$ cat src/cfb_pkg.sv
package cfb_pkg;

    typedef logic [7:0]  byte_t;
    typedef logic [15:0] crc_t;
    typedef logic [2:0]  slot_cnt_t;

    localparam byte_t FRAME_START = 8'h5B;
    localparam byte_t FRAME_STOP  = 8'h5D;
    localparam crc_t  CRC_INIT    = 16'hFFFF;
    localparam crc_t  CRC_POLY    = 16'hA001;

    // Up to five bytes per item: start, command, CRC high, CRC low, stop
    localparam int        NUM_SLOTS = 5;
    localparam slot_cnt_t SLOTS_MAX = 3'd5;

    // One byte of CRC-16/MODBUS, reflected, bit at a time
    function automatic crc_t crc_byte(input crc_t crc, input byte_t b);
        crc_t c;
        c = crc ^ {8'h00, b};
        for (int i = 0; i < 8; i++) begin
            if (c[0]) begin
                c = (c >> 1) ^ CRC_POLY;
            end else begin
                c = c >> 1;
            end
        end
        return c;
    endfunction

    // CRC after the start byte, worked out at elaboration
    localparam crc_t CRC_START = crc_byte(CRC_INIT, FRAME_START);

endpackage

$ cat src/command_frame_builder_crc16_core.sv
// Frame builder: 0x5B, command, payload, CRC-16/MODBUS (high byte first), 0x5D.
// Path: an accepted item passes through the input register, then the output slot
// register; bytes leave one per cycle while m_ready is high.
// Throughput: one payload item per cycle while m_ready is high; an item emits up to
// five bytes, a closing item four or five, and a dropped item none.
// Reset (aresetn low, synchronous): both registers empty, no frame open, CRC 0xFFFF.
module command_frame_builder_crc16_core (
    input  logic           aclk,
    input  logic           aresetn,
    input  cfb_pkg::byte_t s_in_byte,
    input  logic           s_first,
    input  logic           s_last,
    input  logic           s_valid,
    output logic           s_ready,
    output cfb_pkg::byte_t m_out_byte,
    output logic           m_frame_end,
    output logic           m_valid,
    input  logic           m_ready
);
    import cfb_pkg::*;

    // Input register
    logic  in_valid_reg, in_valid_next;
    byte_t in_byte_reg;
    logic  in_first_reg, in_last_reg;

    // Frame state
    crc_t crc_reg, crc_next;
    logic open_reg, open_next;

    // Output slots, shifted toward slot 0 as bytes leave
    byte_t     slot_reg  [NUM_SLOTS];
    byte_t     slot_next [NUM_SLOTS];
    logic      end_reg   [NUM_SLOTS];
    logic      end_next  [NUM_SLOTS];
    slot_cnt_t rem_reg, rem_next;

    logic out_free, load, take, in_live;
    crc_t crc_new;

    assign take     = m_valid && m_ready;
    assign out_free = (rem_reg == 3'd0) || (m_ready && (rem_reg == 3'd1));
    assign load     = in_valid_reg && out_free;
    assign s_ready  = !in_valid_reg || out_free;
    assign in_live  = in_first_reg || open_reg;

    assign m_valid     = (rem_reg != 3'd0);
    assign m_out_byte  = slot_reg[0];
    assign m_frame_end = end_reg[0];

    assign crc_new = crc_byte(in_first_reg ? CRC_START : crc_reg, in_byte_reg);

    // Input register control
    always_comb begin
        in_valid_next = in_valid_reg;
        if (load) begin
            in_valid_next = 1'b0;
        end
        if (s_valid && s_ready) begin
            in_valid_next = 1'b1;
        end
    end

    // Frame state update on load
    always_comb begin
        crc_next  = crc_reg;
        open_next = open_reg;
        if (load && in_live) begin
            if (in_last_reg) begin
                crc_next  = CRC_INIT;
                open_next = 1'b0;
            end else begin
                crc_next  = crc_new;
                open_next = 1'b1;
            end
        end
    end

    // Output slot fill or shift
    always_comb begin
        rem_next = rem_reg;
        for (int i = 0; i < NUM_SLOTS; i++) begin
            slot_next[i] = slot_reg[i];
            end_next[i]  = end_reg[i];
        end
        if (load) begin
            slot_next[0] = in_first_reg ? FRAME_START : in_byte_reg;
            slot_next[1] = in_first_reg ? in_byte_reg : crc_new[15:8];
            slot_next[2] = in_first_reg ? crc_new[15:8] : crc_new[7:0];
            slot_next[3] = in_first_reg ? crc_new[7:0] : FRAME_STOP;
            slot_next[4] = FRAME_STOP;
            end_next[0]  = 1'b0;
            end_next[1]  = 1'b0;
            end_next[2]  = 1'b0;
            end_next[3]  = !in_first_reg && in_last_reg;
            end_next[4]  = in_first_reg && in_last_reg;
            if (!in_live) begin
                rem_next = 3'd0;
            end else begin
                rem_next = 3'd1 + {2'b00, in_first_reg} + (in_last_reg ? 3'd3 : 3'd0);
            end
        end else if (take) begin
            for (int i = 0; i < NUM_SLOTS - 1; i++) begin
                slot_next[i] = slot_reg[i+1];
                end_next[i]  = end_reg[i+1];
            end
            end_next[NUM_SLOTS-1] = 1'b0;
            rem_next = rem_reg - 3'd1;
        end
    end

    // Control registers
    always_ff @(posedge aclk) begin
        if (!aresetn) begin
            in_valid_reg <= 1'b0;
            crc_reg      <= CRC_INIT;
            open_reg     <= 1'b0;
            rem_reg      <= 3'd0;
        end else begin
            in_valid_reg <= in_valid_next;
            crc_reg      <= crc_next;
            open_reg     <= open_next;
            rem_reg      <= rem_next;
        end
    end

    // Payload registers
    always_ff @(posedge aclk) begin
        if (s_valid && s_ready) begin
            in_byte_reg  <= s_in_byte;
            in_first_reg <= s_first;
            in_last_reg  <= s_last;
        end
        for (int i = 0; i < NUM_SLOTS; i++) begin
            slot_reg[i] <= slot_next[i];
            end_reg[i]  <= end_next[i];
        end
    end

    // Checks
    a_rem_bound: assert property (@(posedge aclk) disable iff (!aresetn)
        rem_reg <= SLOTS_MAX)
        else $error("slot count above five");

    a_end_is_stop: assert property (@(posedge aclk) disable iff (!aresetn)
        m_valid && m_frame_end |-> (m_out_byte == FRAME_STOP) && (rem_reg == 3'd1))
        else $error("frame end not on the final stop byte");

    a_close_resets: assert property (@(posedge aclk) disable iff (!aresetn)
        load && in_live && in_last_reg |=> (crc_reg == CRC_INIT) && !open_reg)
        else $error("frame state not cleared after close");

    a_drop_keeps: assert property (@(posedge aclk) disable iff (!aresetn)
        load && !in_live |=> (rem_reg == 3'd0) && $stable(crc_reg) && !open_reg)
        else $error("dropped item changed state");

endmodule

$ cat config.mk
export PLATFORM = sky130hd
export DESIGN_NAME = command_frame_builder_crc16_core
export DESIGN_NICKNAME = d
export VERILOG_FILES = /design/src/cfb_pkg.sv /design/src/command_frame_builder_crc16_core.sv
export SDC_FILE = /design/constraint.sdc
export NUM_CORES = 1
export LEC_CHECK = 0
export ABC_CLOCK_PERIOD_IN_PS = 3220
export BUFFER_PORTS_ARGS = -buffer_cell sky130_fd_sc_hd__buf_2
export CAP_MARGIN = 15
export CORE_MARGIN = 8
export CORE_UTILIZATION = 40
export CTS_CLUSTER_DIAMETER = 120
export DETAILED_ROUTE_END_ITERATION = 16
export GPL_TIMING_DRIVEN = 0
export PLACE_DENSITY = 0.65
export SLEW_MARGIN = 20
export SYNTH_ARGS = -nofsm -noshare
export SYNTH_HDL_FRONTEND = slang
export SYNTH_SLANG_ARGS = --single-unit
$ cat constraint.sdc
create_clock -name aclk -period 3.22 [get_ports aclk]
set_input_delay 0.322 -clock aclk [delete_from_list [all_inputs] [get_ports aclk]]
set_output_delay 0.322 -clock aclk [all_outputs]
set_load 0.02 [all_outputs]
Word level (Yosys, flattened, before mapping). Memory sizes are Yosys's and may differ from the RTL's. Index checks and enable logic that the tools add are counted.

Memories: 2. Bits in writable memories: 45. Register bits: 31. Bits of input ports: 14. Word-level logic and storage cells: 64.

Memories: slot_reg (depth 5, bits a word 8, rd ports 5, clocked after memory_dff 0, wr ports 5, line command_frame_builder_crc16_core.sv:32) `byte_t slot_reg [NUM_SLOTS];`; end_reg (depth 5, bits a word 1, rd ports 5, clocked after memory_dff 0, wr ports 5, line command_frame_builder_crc16_core.sv:34) `logic end_reg [NUM_SLOTS];`.

Add/sub/neg operators: 3. Multiplexer cells: 26. Reduce and logical (&&, ||, !) cells: 16. Eq/ne operators: 1. Bitwise gates (word level): 9.

Operators by type and width (number): 16-bit two-way mux (10); 32-bit two-way mux (2); 8-bit two-way mux (5); 2-bit NOT with 3-bit output (8); 16-bit by 8-bit XOR with 16-bit output (1); 5-bit two-way mux (2); 3-bit two-way mux (3); 1-bit logical AND (7); 2-bit nonzero test (2); 2-bit by 2-bit adder with 3-bit output (1); 3-bit by 1-bit == test with 1-bit output, second input constant (1); 3-bit zero test (1); 1-bit logical OR (3); 1-bit two-way mux (3); 3-bit nonzero test (1); 3-bit by 1-bit subtractor with 3-bit output, second input constant (1); 1-bit by 1-bit adder with 2-bit output, first input constant (1); 1-bit zero test (2); 2-bit two-way mux (1).

Longest topological paths before layout. Gate-level depths: netlist (run 1).

Depth in word-level cells: 20. Depth in mapped cells: 9. Depth with buffers taken out: 8.

Worst setup path after synthesis (run 1). Ideal clock, no wire load.

Path type: flip-flop to flip-flop. From: reg, netlist name rem_reg[0]. To: mem end_reg[3][0] (netlist: end_reg[0][3]) (enable). Clock period less this slack: 2419 ps. Slack: 801 ps. Library setup time: 392 ps. Buffers on the path: 1. Data required time: 2828 ps. Arrival time: 2027 ps. Cell stages (with the launch flop): 7. Cell sequence: dfxtp_1 inv_1 ha_1 nand2b_1 clkbuf_1 nand2_1 nand2_1.

RTL lines (line): end, declared (command_frame_builder_crc16_core.sv:34).

Final worst setup path (run 1).
From: reg in_first_reg. To: reg crc_reg[10].

Cells in the longest elaborated chain, start to end: 13.

Ends and longest elaborated chain: start, declared (line command_frame_builder_crc16_core.sv:25) `logic in_first_reg, in_last_reg;`; start signal, assigned (line command_frame_builder_crc16_core.sv:131) `in_first_reg <= s_first;`; 16-bit two-way mux (line command_frame_builder_crc16_core.sv:51) `assign crc_new = crc_byte(in_first_reg ? CRC_START : crc_reg, in_byte_reg);`; 16-bit by 8-bit XOR with 16-bit output (line cfb_pkg.sv:19) `c = crc ^ {8'h00, b};`; 16-bit two-way mux / 2-bit NOT with 3-bit output (equally long branches); 2-bit NOT with 3-bit output (no source line) / 16-bit two-way mux (equally long branches); 16-bit two-way mux (3 in a row) (line cfb_pkg.sv:21) `if (c[0]) begin`; 2-bit NOT with 3-bit output (no source line); 16-bit two-way mux (4 in a row) (line cfb_pkg.sv:21); 16-bit two-way mux (line command_frame_builder_crc16_core.sv:69) `if (in_last_reg) begin`; end signal, assigned (line command_frame_builder_crc16_core.sv:121) `crc_reg <= crc_next;`; end, declared (line command_frame_builder_crc16_core.sv:28) `crc_t crc_reg, crc_next;`.

Parallel ways exist; a longest one is shown, timed or not. A chain may end at the register's enable or synchronous reset.

==> results of run 1 <==
## power groups by stage
stage | logic (mW) | clock network [mW] | registers [mW]
after floorplan | 0.947 | 0 | 1.45
after global placement | 1.25 | 0 | 1.48
after detailed placement | 1.28 | 0 | 1.48
after CTS | 1.28 | 0.689 | 1.46
after global routing | 1.42 | 0.725 | 1.49
final | 1.27 | 0.675 | 1.46
## final timing paths
path / from / to / cells after the start
setup / recovery: in_first_reg / crc_reg[10] / 8
setup reg to reg: in_first_reg / crc_reg[10] / 8
hold reg to reg: end_reg[0][0] / end_reg[0][0] / 2
hold / removal: s_in_byte[5] / in_byte_reg[5] / 1
## stage by stage
step / setup WS [ps] / utilization
finish: 560 / 0.464
global route: 449 / 0.464
CTS: 629 / 0.464
detailed placement: 642 / 0.442
global placement: 224 / 0.441
floorplan: 801 / -
## cell type report
type	instances	area, µm²
fillers	795	4400
flip-flops and latches	68	1800
plain buffers	28	143
repair buffers	23	115
inverters	8	30.0
well taps	105	131
clock inverters	5	52.6
multi-input cells	242	1410
clock buffers	11	131
## cell families after synthesis
| kind of cell | synth area share |
|---|---|
| AOI/OAI and AO/OA | 0.149 |
| other | 0.00111 |
| muxes | 0.0130 |
| buffers and inverters | 0.0511 |
| and+or+nand+nor | 0.168 |
| xor gates and xnor gates | 0.0626 |
| adders and majority gates | 0.0222 |
| DFF | 0.534 |
## synthesized netlist by cell type (2+ instances only)
library cell                n
sky130_fd_sc_hd__nand2_1   60
sky130_fd_sc_hd__edfxtp_1  44
sky130_fd_sc_hd__nor2_1    28
sky130_fd_sc_hd__o21ai_0   28
sky130_fd_sc_hd__dfxtp_1   24
sky130_fd_sc_hd__clkbuf_1  18
sky130_fd_sc_hd__xnor2_1   17
sky130_fd_sc_hd__a21oi_1   16
sky130_fd_sc_hd__nand3_1   11
sky130_fd_sc_hd__o22ai_1    9
sky130_fd_sc_hd__buf_4      8
sky130_fd_sc_hd__inv_1      8
sky130_fd_sc_hd__o21ai_1    8
sky130_fd_sc_hd__nor3_1     7
sky130_fd_sc_hd__ha_1       6
sky130_fd_sc_hd__o21a_1     4
sky130_fd_sc_hd__and2_1     3
sky130_fd_sc_hd__mux2_2     3
sky130_fd_sc_hd__nor3b_1    3
sky130_fd_sc_hd__o211ai_1   3
sky130_fd_sc_hd__a21boi_0   2
sky130_fd_sc_hd__a31oi_1    2
sky130_fd_sc_hd__and3_1     2
sky130_fd_sc_hd__nand2b_1   2
sky130_fd_sc_hd__nand4_1    2
sky130_fd_sc_hd__o211a_1    2
sky130_fd_sc_hd__o21bai_1   2
sky130_fd_sc_hd__or2_2      2
sky130_fd_sc_hd__or3_1      2
sky130_fd_sc_hd__xnor3_1    2
sky130_fd_sc_hd__xor2_1     2
## critical path: stages (launching register included)
cell and delay [ps]:
sky130_fd_sc_hd__edfxtp_1 410, sky130_fd_sc_hd__buf_6 160, sky130_fd_sc_hd__clkbuf_1 450, sky130_fd_sc_hd__nor2_1 110, sky130_fd_sc_hd__nor2_1 610, sky130_fd_sc_hd__clkbuf_1 480
sky130_fd_sc_hd__nand3_1 130, sky130_fd_sc_hd__o21ai_1 110, sky130_fd_sc_hd__nand2_1 70
## per-layer routing
layer | up-vias | track usage | part of all wire
met5 | - | 0 | 0
met4 | 0 | 0.0763 | 0.021
met3 | 12 | 0.0246 | 0.088
met2 | 96 | 0.232 | 0.47
met1 | 1237 | 0.182 | 0.42
li1 | 1269 | - | -
## cells in the final DEF (no fill, tap or decap), types with 3 or more instances in the layout
master / instances
sky130_fd_sc_hd__a21oi_1: 16
sky130_fd_sc_hd__and2_1: 3
sky130_fd_sc_hd__buf_2: 23
sky130_fd_sc_hd__buf_4: 8
sky130_fd_sc_hd__clkbuf_1: 20
sky130_fd_sc_hd__clkbuf_8: 9
sky130_fd_sc_hd__dfxtp_1: 24
sky130_fd_sc_hd__edfxtp_1: 44
sky130_fd_sc_hd__ha_1: 6
sky130_fd_sc_hd__inv_1: 8
sky130_fd_sc_hd__mux2_2: 3
sky130_fd_sc_hd__nand2_1: 59
sky130_fd_sc_hd__nand3_1: 11
sky130_fd_sc_hd__nor2_1: 28
sky130_fd_sc_hd__nor3_1: 7
sky130_fd_sc_hd__nor3b_1: 3
sky130_fd_sc_hd__o211ai_1: 3
sky130_fd_sc_hd__o21a_1: 4
sky130_fd_sc_hd__o21ai_0: 28
sky130_fd_sc_hd__o21ai_1: 8
sky130_fd_sc_hd__o22ai_1: 9
sky130_fd_sc_hd__xnor2_1: 17
==> results_tabular.tex, run 1 <==
\begin{tabular}{lr}
\hline
Metric & Value \\
\hline
\multicolumn{2}{l}{\textbf{CTS}} \\
Hold\_buf cts & 0 \\
Master cell of the clock root buffer & sky130\_fd\_sc\_hd\_\_clkbuf\_8 \\
Post-CTS sizing & 0 \\
Maximum number of buffers from clock root to sink & 2 \\
Clock latency of the later-clocked register in the worst-skew pair & 350 ps \\
Clock tree from TritonCTS & done \\
CTS Buf Count & 9 \\
H-tree depth & 3 \\
Number of clock sinks & a little under 70 \\
Clock transition at the register clock pins on the worst setup and hold paths after CTS & $\sim$80 ps \\
Postcts setup bufs & 0 \\
\multicolumn{2}{l}{\textbf{Finish}} \\
Final std cell area, no fill & between 3000 and 4000 µm² \\
Post-route insts no fill & 490 \\
Proportion of layout cells with a drive suffix above 1 & 0.151 \\
Number of antenna diodes & 0 \\
Number of flip-flops under the largest register name & 32 \\
Layout net count & 400 \\
Synth-to-Final Area Change & 12.9\% \\
\multicolumn{2}{l}{\textbf{Worst setup path}} \\
Maximum net fanout on the critical path & 10 \\
Worst EP arrival & between 2000 and 3000 ps \\
Req. time, crit path & approximately 3400 ps \\
Setup Crit Path Kind & flip-flop to flip-flop \\
Type of element capturing the critical path & flip-flop \\
Crit start category & flip-flop \\
Worst R2R Setup Slack & between 500 and 600 ps \\
\multicolumn{2}{l}{\textbf{Die}} \\
Ports & 25 \\
Initial standard-cell utilization of the core & 0.411 \\
Floorplan die area & roughly 12000 µm² \\
Floorplan core area & slightly above 8000 µm² \\
Vert. Die Dim & 108 µm \\
Die boundary width & about 110 µm \\
Row count & 33 \\
\multicolumn{2}{l}{\textbf{Power}} \\
Total design power & between 3 and 4 mW \\
Static leakage power & 1.45 nW \\
Maximum resistive drop on vdd & 271 µV \\
Seq pwr share & 0.429 \\
Power per cell area & about 890 nW/µm² \\
Design internal power & approximately 2.2 mW \\
Power dissipated by switching net loads & about 1.2 mW \\
Switching fraction of total power & 0.362 \\
Logic pwr share & 0.373 \\
Part of the power in the clock network & 0.198 \\
\multicolumn{2}{l}{\textbf{Timing}} \\
Final hold vios & 0 \\
Worst slew slack as a fraction of its limit & 0.464 \\
Actual transition at the worst max-transition pin & $\sim$800 ps \\
RSZ-0062 raised after global routing & false \\
Sum Neg Setup Slack & 0 ps \\
Maximum frequency from static timing analysis & approximately 380 MHz \\
Final worst path period share & 0.826 \\
Hold Worst Slack & between 100 and 150 ps \\
Count of pins over their slew limit & 0 \\
Clock Skew & between 10 and 15 ps \\
Final critical path time including I/O delays and setup & 2660 ps \\
Final setup violation count & 0 \\
\multicolumn{2}{l}{\textbf{Global routing}} \\
Leftover overflow at the end of global routing & 0 \\
Vias in the first global route & approximately 2600 \\
First-pass GRT wire length & about 13000 µm \\
Largest net degree at the start of global routing & 35 \\
Overall routing resource usage & 0.144 \\
Number of antenna violations at the first check in global routing & 0 \\
\multicolumn{2}{l}{\textbf{Logic synthesis}} \\
Synthesis warning total & 0 \\
Main synth FF type & sky130\_fd\_sc\_hd\_\_edfxtp\_1 \\
Synth Instances & 345 \\
Biggest area consumer among synthesized cells & sky130\_fd\_sc\_hd\_\_edfxtp\_1 \\
Portion of the post-synthesis area used by sequential elements & 0.534 \\
Share of the synthesized area in the top cell type & 0.391 \\
Top post-synthesis cells by area & sky130\_fd\_sc\_hd\_\_edfxtp\_1 (39\%), sky130\_fd\_sc\_hd\_\_dfxtp\_1 (14\%), sky130\_fd\_sc\_hd\_\_nand2\_1 (6.7\%) \\
Number of synthesized flops with an enable pin & 44 \\
Post-synth cell types & between 40 and 50 \\
Post-Synthesis Mean Instance Area & roughly 9.8 µm² \\
Share of flip-flops with an asynchronous set or reset & 0 \\
Summed instance area of the synthesized netlist & 3380 µm² \\
Number of storage elements in the synthesis netlist & 68 \\
\multicolumn{2}{l}{\textbf{Detailed routing}} \\
First-pass iteration count of the detailed router & 5 \\
DR WL/cell & about 16 µm \\
DRC viols & 0 \\
Wire length after detailed routing & about 8000 µm \\
Drt first-iter violations & 190 \\
Via/cell ratio & $\sim$5.3 \\
Count of antenna-violating nets left after detailed routing & 0 \\
Total via count after detailed routing & 2614 \\
\multicolumn{2}{l}{\textbf{Placed design}} \\
Post-place instance area & 3630 µm² \\
Half-perimeter wire length after detailed placement & between 5000 and 6000 µm \\
PortBufs & 23 \\
Instance count after placement with tap cells included & between 400 and 500 \\
Final Wtd Congestion & 0.925 \\
\multicolumn{2}{l}{\textbf{Hold path}} \\
Worst min-delay path category & primary input to flip-flop \\
\multicolumn{2}{l}{\textbf{Outcome}} \\
Run status & completed \\
\multicolumn{2}{l}{\textbf{Flow run}} \\
Max-cap violations & 0 \\
\hline
\end{tabular}
(Power assumes the default switching activity.)
==> inputs of run 2 (changes only) <==
- ABC_CLOCK_PERIOD_IN_PS: 3220 -> 2250
- PLACE_DENSITY: 0.65 -> 0.67
- clock period: 3.22 -> 2.25 ns (I/O delays scaled with it)
==> results_tabular.tex, run 2 (synthesis gave the netlist of run 1 again) <==
\begin{tabular}{lr}
\hline
Metric & Value \\
\hline
\multicolumn{2}{l}{\textbf{CTS}} \\
H-tree depth & 3 \\
Master cell of the clock root buffer & sky130\_fd\_sc\_hd\_\_clkbuf\_8 \\
Clock tree from TritonCTS & done \\
Number of clock sinks & 68 \\
Clock latency of the later-clocked register in the worst-skew pair & roughly 350 ps \\
CTS Buf Count & 9 \\
Clock transition at the register clock pins on the worst setup and hold paths after CTS & roughly 80 ps \\
Maximum number of buffers from clock root to sink & 2 \\
\multicolumn{2}{l}{\textbf{Detailed routing}} \\
Count of antenna-violating nets left after detailed routing & 0 \\
First-pass iteration count of the detailed router & 4 \\
Wire length after detailed routing & roughly 8100 µm \\
Drt first-iter violations & 250 \\
DRC viols & 0 \\
Via/cell ratio & roughly 5.3 \\
DR WL/cell & between 15 and 20 µm \\
Total via count after detailed routing & 2648 \\
\multicolumn{2}{l}{\textbf{Outcome}} \\
Run status & complete, but fails checks \\
Violated checks & setup timing \\
\multicolumn{2}{l}{\textbf{Worst setup path}} \\
Worst EP arrival & about 2400 ps \\
Type of element capturing the critical path & flip-flop \\
Maximum net fanout on the critical path & 8 \\
Number of cells on the worst reg-to-reg path & 7 \\
R2r endpoint & slot\_reg[0][15] \\
Worst R2R Setup Slack & -40 ps \\
Setup Crit Path Kind & flip-flop to flip-flop \\
Crit start category & flip-flop \\
Launch point of the worst reg-to-reg path & in\_first\_reg \\
Req. time, crit path & 2330 ps \\
\multicolumn{2}{l}{\textbf{Finish}} \\
Synth-to-Final Area Change & 17.7\% \\
Proportion of layout cells with a drive suffix above 1 & 0.213 \\
Layout net count & 410 \\
FILL cells & between 700 and 800 \\
Most used cells in the layout excluding fill and tap cells & sky130\_fd\_sc\_hd\_\_nand2\_1 (58), sky130\_fd\_sc\_hd\_\_edfxtp\_1 (44), sky130\_fd\_sc\_hd\_\_o21ai\_0 (27), sky130\_fd\_sc\_hd\_\_nor2\_1 (26), sky130\_fd\_sc\_hd\_\_dfxtp\_1 (24) \\
Number of antenna diodes & 0 \\
Area taken by flip-flops and latches & between 1500 and 2000 µm² \\
Number of flip-flops under the largest register name & 32 \\
Area of combinational cells with multiple inputs & between 1000 and 1500 µm² \\
Most common library cell in the layout ignoring fill and taps & sky130\_fd\_sc\_hd\_\_nand2\_1 \\
Final core utilization & 0.484 \\
\multicolumn{2}{l}{\textbf{Power}} \\
Static leakage power & approximately 1.5 nW \\
Power per cell area & about 1300 nW/µm² \\
Maximum resistive drop on vdd & between 400 and 500 µV \\
Total design power & a little over 5 mW \\
\multicolumn{2}{l}{\textbf{Hold path}} \\
Hold path startpoint & s\_in\_byte[0] \\
Hold endpoint & in\_byte\_reg[0] \\
Instance count along the most critical hold path & 1 \\
Worst min-delay path category & primary input to flip-flop \\
\multicolumn{2}{l}{\textbf{Global routing}} \\
Vias in the first global route & around 2500 \\
Overall routing resource usage & 0.142 \\
Largest net degree at the start of global routing & 35 \\
First-pass GRT wire length & between 10000 and 15000 µm \\
Number of antenna violations at the first check in global routing & 0 \\
Leftover overflow at the end of global routing & 0 \\
\multicolumn{2}{l}{\textbf{Timing}} \\
Final critical path time including I/O delays and setup & 2290 ps \\
Final setup violation count & 3 \\
Maximum frequency from static timing analysis & between 400 and 500 MHz \\
Sum Neg Setup Slack & -88.1 ps \\
Actual transition at the worst max-transition pin & roughly 560 ps \\
Setup slack of the critical path after layout & -38.8 ps \\
Hold Worst Slack & 46.2 ps \\
Final hold vios & 0 \\
RSZ-0062 raised after global routing & true \\
Count of pins over their slew limit & 0 \\
Final worst path period share & 1.02 \\
Clock Skew & 14.6 ps \\
Worst slew slack as a fraction of its limit & 0.626 \\
\multicolumn{2}{l}{\textbf{Die}} \\
Floorplan die area & approximately 12000 µm² \\
Die boundary width & roughly 110 µm \\
Floorplan core area & between 8000 and 9000 µm² \\
Initial standard-cell utilization of the core & 0.411 \\
Vert. Die Dim & about 110 µm \\
Ports & 25 \\
Row count & 33 \\
\multicolumn{2}{l}{\textbf{Placed design}} \\
Half-perimeter wire length after detailed placement & about 5600 µm \\
Final Wtd Congestion & around 0.90 \\
PortBufs & 23 \\
\multicolumn{2}{l}{\textbf{Flow run}} \\
Max-cap violations & 0 \\
\hline
\end{tabular}
-- run 2: changes by cell type in the layout (fill, tap and decap cells not counted), moves of 2 or more --
| cell | change |
|---|---|
| sky130_fd_sc_hd__buf_4 | +10 |
| sky130_fd_sc_hd__clkbuf_1 | -6 |
| sky130_fd_sc_hd__clkbuf_2 | +5 |
| sky130_fd_sc_hd__nor2_1 | -2 |
| sky130_fd_sc_hd__nor2_4 | +2 |
| sky130_fd_sc_hd__xnor2_1 | -2 |
| sky130_fd_sc_hd__xnor2_2 | +2 |
-- run 2: layer usage --
layer,global-route usage,vias to the layer above,part of all wire
met3,0.0359,13,0.063
met2,0.222,78,0.47
met1,0.175,1266,0.44
met4,0.0813,0,0.021
met5,0,-,0
li1,-,1291,-
-- run 2: timing repair --
item                                    in CTS  in global routing
endpoints found under the setup margin      59                 50
pin swaps                                    0                  2
endpoints found under the hold margin        0                  0
gates resized for setup                     10                 13
hold buffers                                 0                  0
buffers inserted                             5                  5
-- run 2: cell type report --
class	count	share of cell area
clock buffers	11	0.0356
multi-input cells	242	0.372
flip-flops and latches	68	0.453
clock inverters	5	0.0132
inverters	8	0.00755
repair buffers	33	0.0478
well taps	105	0.0331
plain buffers	28	0.0375
-- run 2: report_power, final --
part	internal [mW]	switching (mW)
clock network	0.537	0.468
registers	1.92	0.160
logic	0.746	1.20
total	3.20	1.83
-- run 2: worst max-delay path by stage --
stage | startpoint | end
6_report | in_first_reg | slot_reg[0][15]
4_1_cts | in_first_reg | slot_reg[0][15]
3_3_place_gp | rem_reg[0] | slot_reg[0][5]
2_1_floorplan | in_first_reg | slot_reg[0][15]
3_5_place_dp | rem_reg[0] | slot_reg[0][13]
5_1_grt | in_first_reg | crc_reg[0]
-- run 2: per-stage QoR --
stage,std cells,setup WS [ps],cell area [µm²]
2_1_floorplan,346,55.4,3380
3_3_place_gp,474,-299,3630
3_5_place_dp,474,-315,3630
4_1_cts,495,-61.3,3890
5_1_grt,500,-109,3980
6_report,500,-38.8,3980
-- run 2: worst max-delay path: stages, from the launching register on --
cell                       delay (ps)
sky130_fd_sc_hd__edfxtp_1         410
sky130_fd_sc_hd__buf_6            160
sky130_fd_sc_hd__nor3_2           320
sky130_fd_sc_hd__a211oi_1         120
sky130_fd_sc_hd__or4_4            510
sky130_fd_sc_hd__and4_4           240
sky130_fd_sc_hd__o31ai_4          170
sky130_fd_sc_hd__o21ai_1           90
==> inputs of run 3 (changes only) <==
- HOLD_SLACK_MARGIN: unset -> 0.05
- SKIP_CTS_REPAIR_TIMING: unset -> 1
==> results_tabular.tex, run 3 (synthesis gave the netlist of run 1 again) <==
\begin{tabular}{lr}
\hline
Metric & Value \\
\hline
\multicolumn{2}{l}{\textbf{Timing}} \\
Actual transition at the worst max-transition pin & roughly 580 ps \\
Setup slack of the critical path after layout & -84.8 ps \\
Worst slew slack as a fraction of its limit & 0.612 \\
Maximum frequency from static timing analysis & between 400 and 500 MHz \\
Final worst path period share & 1.04 \\
RSZ-0062 raised after global routing & true \\
Final setup violation count & 4 \\
Count of pins over their slew limit & 0 \\
Clock Skew & approximately 14 ps \\
Hold Worst Slack & between 50 and 60 ps \\
Final critical path time including I/O delays and setup & about 2300 ps \\
Final hold vios & 0 \\
\multicolumn{2}{l}{\textbf{Die}} \\
Row count & 33 \\
Floorplan die area & $\sim$12000 µm² \\
Ports & 25 \\
Die boundary width & between 100 and 150 µm \\
Vert. Die Dim & approximately 110 µm \\
Initial standard-cell utilization of the core & 0.411 \\
Floorplan core area & roughly 8200 µm² \\
\multicolumn{2}{l}{\textbf{CTS}} \\
Clock latency of the later-clocked register in the worst-skew pair & 350 ps \\
Number of clock sinks & 68 \\
Maximum number of buffers from clock root to sink & 2 \\
Clock tree from TritonCTS & done \\
CTS Buf Count & 9 \\
H-tree depth & 3 \\
Master cell of the clock root buffer & sky130\_fd\_sc\_hd\_\_clkbuf\_8 \\
Clock transition at the register clock pins on the worst setup and hold paths after CTS & approximately 70 ps \\
\multicolumn{2}{l}{\textbf{Detailed routing}} \\
Via/cell ratio & 5.34 \\
Wire length after detailed routing & 8200 µm \\
Drt first-iter violations & 288 \\
Count of antenna-violating nets left after detailed routing & 0 \\
Total via count after detailed routing & $\sim$2700 \\
DR WL/cell & 16.1 µm \\
DRC viols & 0 \\
First-pass iteration count of the detailed router & 5 \\
\multicolumn{2}{l}{\textbf{Global routing}} \\
Largest net degree at the start of global routing & 35 \\
Vias in the first global route & 2508 \\
Overall routing resource usage & 0.141 \\
First-pass GRT wire length & between 10000 and 15000 µm \\
Leftover overflow at the end of global routing & 0 \\
Number of antenna violations at the first check in global routing & 0 \\
\multicolumn{2}{l}{\textbf{Placed design}} \\
PortBufs & 23 \\
Half-perimeter wire length after detailed placement & about 5600 µm \\
Final Wtd Congestion & 0.903 \\
Post-place instance area & roughly 3600 µm² \\
\multicolumn{2}{l}{\textbf{Finish}} \\
Most used cells in the layout excluding fill and tap cells & sky130\_fd\_sc\_hd\_\_nand2\_1 (58), sky130\_fd\_sc\_hd\_\_edfxtp\_1 (44), sky130\_fd\_sc\_hd\_\_o21ai\_0 (27), sky130\_fd\_sc\_hd\_\_nor2\_1 (26), sky130\_fd\_sc\_hd\_\_dfxtp\_1 (24) \\
FILL cells & roughly 740 \\
Proportion of layout cells with a drive suffix above 1 & 0.215 \\
Most common library cell in the layout ignoring fill and taps & sky130\_fd\_sc\_hd\_\_nand2\_1 \\
Number of antenna diodes & 0 \\
Number of flip-flops under the largest register name & 32 \\
Final std cell area, no fill & between 4000 and 5000 µm² \\
Layout net count & approximately 420 \\
Synth-to-Final Area Change & 20.5\% \\
\multicolumn{2}{l}{\textbf{Worst setup path}} \\
Crit start category & flip-flop \\
Worst EP arrival & between 2000 and 2500 ps \\
Maximum net fanout on the critical path & 8 \\
R2r endpoint & slot\_reg[0][15] \\
Req. time, crit path & between 2000 and 2500 ps \\
Number of cells on the worst reg-to-reg path & 7 \\
Launch point of the worst reg-to-reg path & in\_first\_reg \\
Setup Crit Path Kind & flip-flop to flip-flop \\
Type of element capturing the critical path & flip-flop \\
Worst R2R Setup Slack & -80 ps \\
\multicolumn{2}{l}{\textbf{Outcome}} \\
Violated checks & setup timing \\
Run status & complete, but fails checks \\
\multicolumn{2}{l}{\textbf{Hold path}} \\
Hold path startpoint & s\_in\_byte[5] \\
Worst min-delay path category & primary input to flip-flop \\
Hold endpoint & in\_byte\_reg[5] \\
Instance count along the most critical hold path & 1 \\
\multicolumn{2}{l}{\textbf{Flow run}} \\
Max-cap violations & 0 \\
\multicolumn{2}{l}{\textbf{Power}} \\
Maximum resistive drop on vdd & roughly 460 µV \\
Static leakage power & 1.58 nW \\
Power per cell area & approximately 1200 nW/µm² \\
\hline
\end{tabular}
[run 3: worst max-delay path by stage]
stage,end,from,depth (start not counted),slack (ps)
6_report,slot_reg[0][15],in_first_reg,7,-80
3_3_place_gp,slot_reg[0][5],rem_reg[0],6,-300
4_1_cts,slot_reg[0][16],rem_reg[0],6,-340
2_1_floorplan,slot_reg[0][15],in_first_reg,7,60
5_1_grt,crc_reg[0],in_first_reg,7,-170
3_5_place_dp,slot_reg[0][13],rem_reg[0],6,-310
[run 3: layer usage]
metal,vias up,wire (µm),part of all wire,track usage
met2,85,3820,0.47,0.218
met3,21,453,0.055,0.0359
met1,1304,3740,0.46,0.175
li1,1310,-,-,-
met5,-,0,0,0
met4,0,189,0.023,0.0813
[run 3: layout make-up]
type                            instances  area [µm²]  share of cell area
Tap cell                              105         131              0.0323
Clock buffer                           11         141              0.0347
Buffer                                 28         150              0.0369
Sequential cell                        68        1800               0.443
Inverter                                8        30.0             0.00738
Multi-Input combinational cell        242        1480               0.365
Timing Repair Buffer                   42         278              0.0683
Clock inverter                          5        52.6              0.0129
[run 3: where the power goes]
part | total (mW) | internal (mW) | switching, mW
clock | 0.999 | 0.537 | 0.463
combinational | 1.97 | 0.760 | 1.21
sequential | 2.08 | 1.92 | 0.161
[run 3: critical path, cell delays in order, from the launching register on]
cell and delay (ps):
sky130_fd_sc_hd__edfxtp_1 430, sky130_fd_sc_hd__buf_6 170, sky130_fd_sc_hd__or3_4 380, sky130_fd_sc_hd__o211a_1 140, sky130_fd_sc_hd__or4_4 430, sky130_fd_sc_hd__and4_4 250
sky130_fd_sc_hd__o31ai_4 180, sky130_fd_sc_hd__o21ai_1 90
[run 3: through the flow]
stage / util / instances / power [mW] / setup WS, ps / setup TNS [ps]
after floorplan: - / 346 / 3.43 / 55.4 / 0
after global placement: 0.442 / 474 / 3.89 / -299 / -13190
after detailed placement: 0.442 / 474 / 3.94 / -315 / -14420
after CTS: 0.465 / 490 / 4.94 / -340 / -15580
after global routing: 0.495 / 509 / 5.35 / -169 / -779
final: 0.495 / 509 / 5.05 / -84.8 / -228
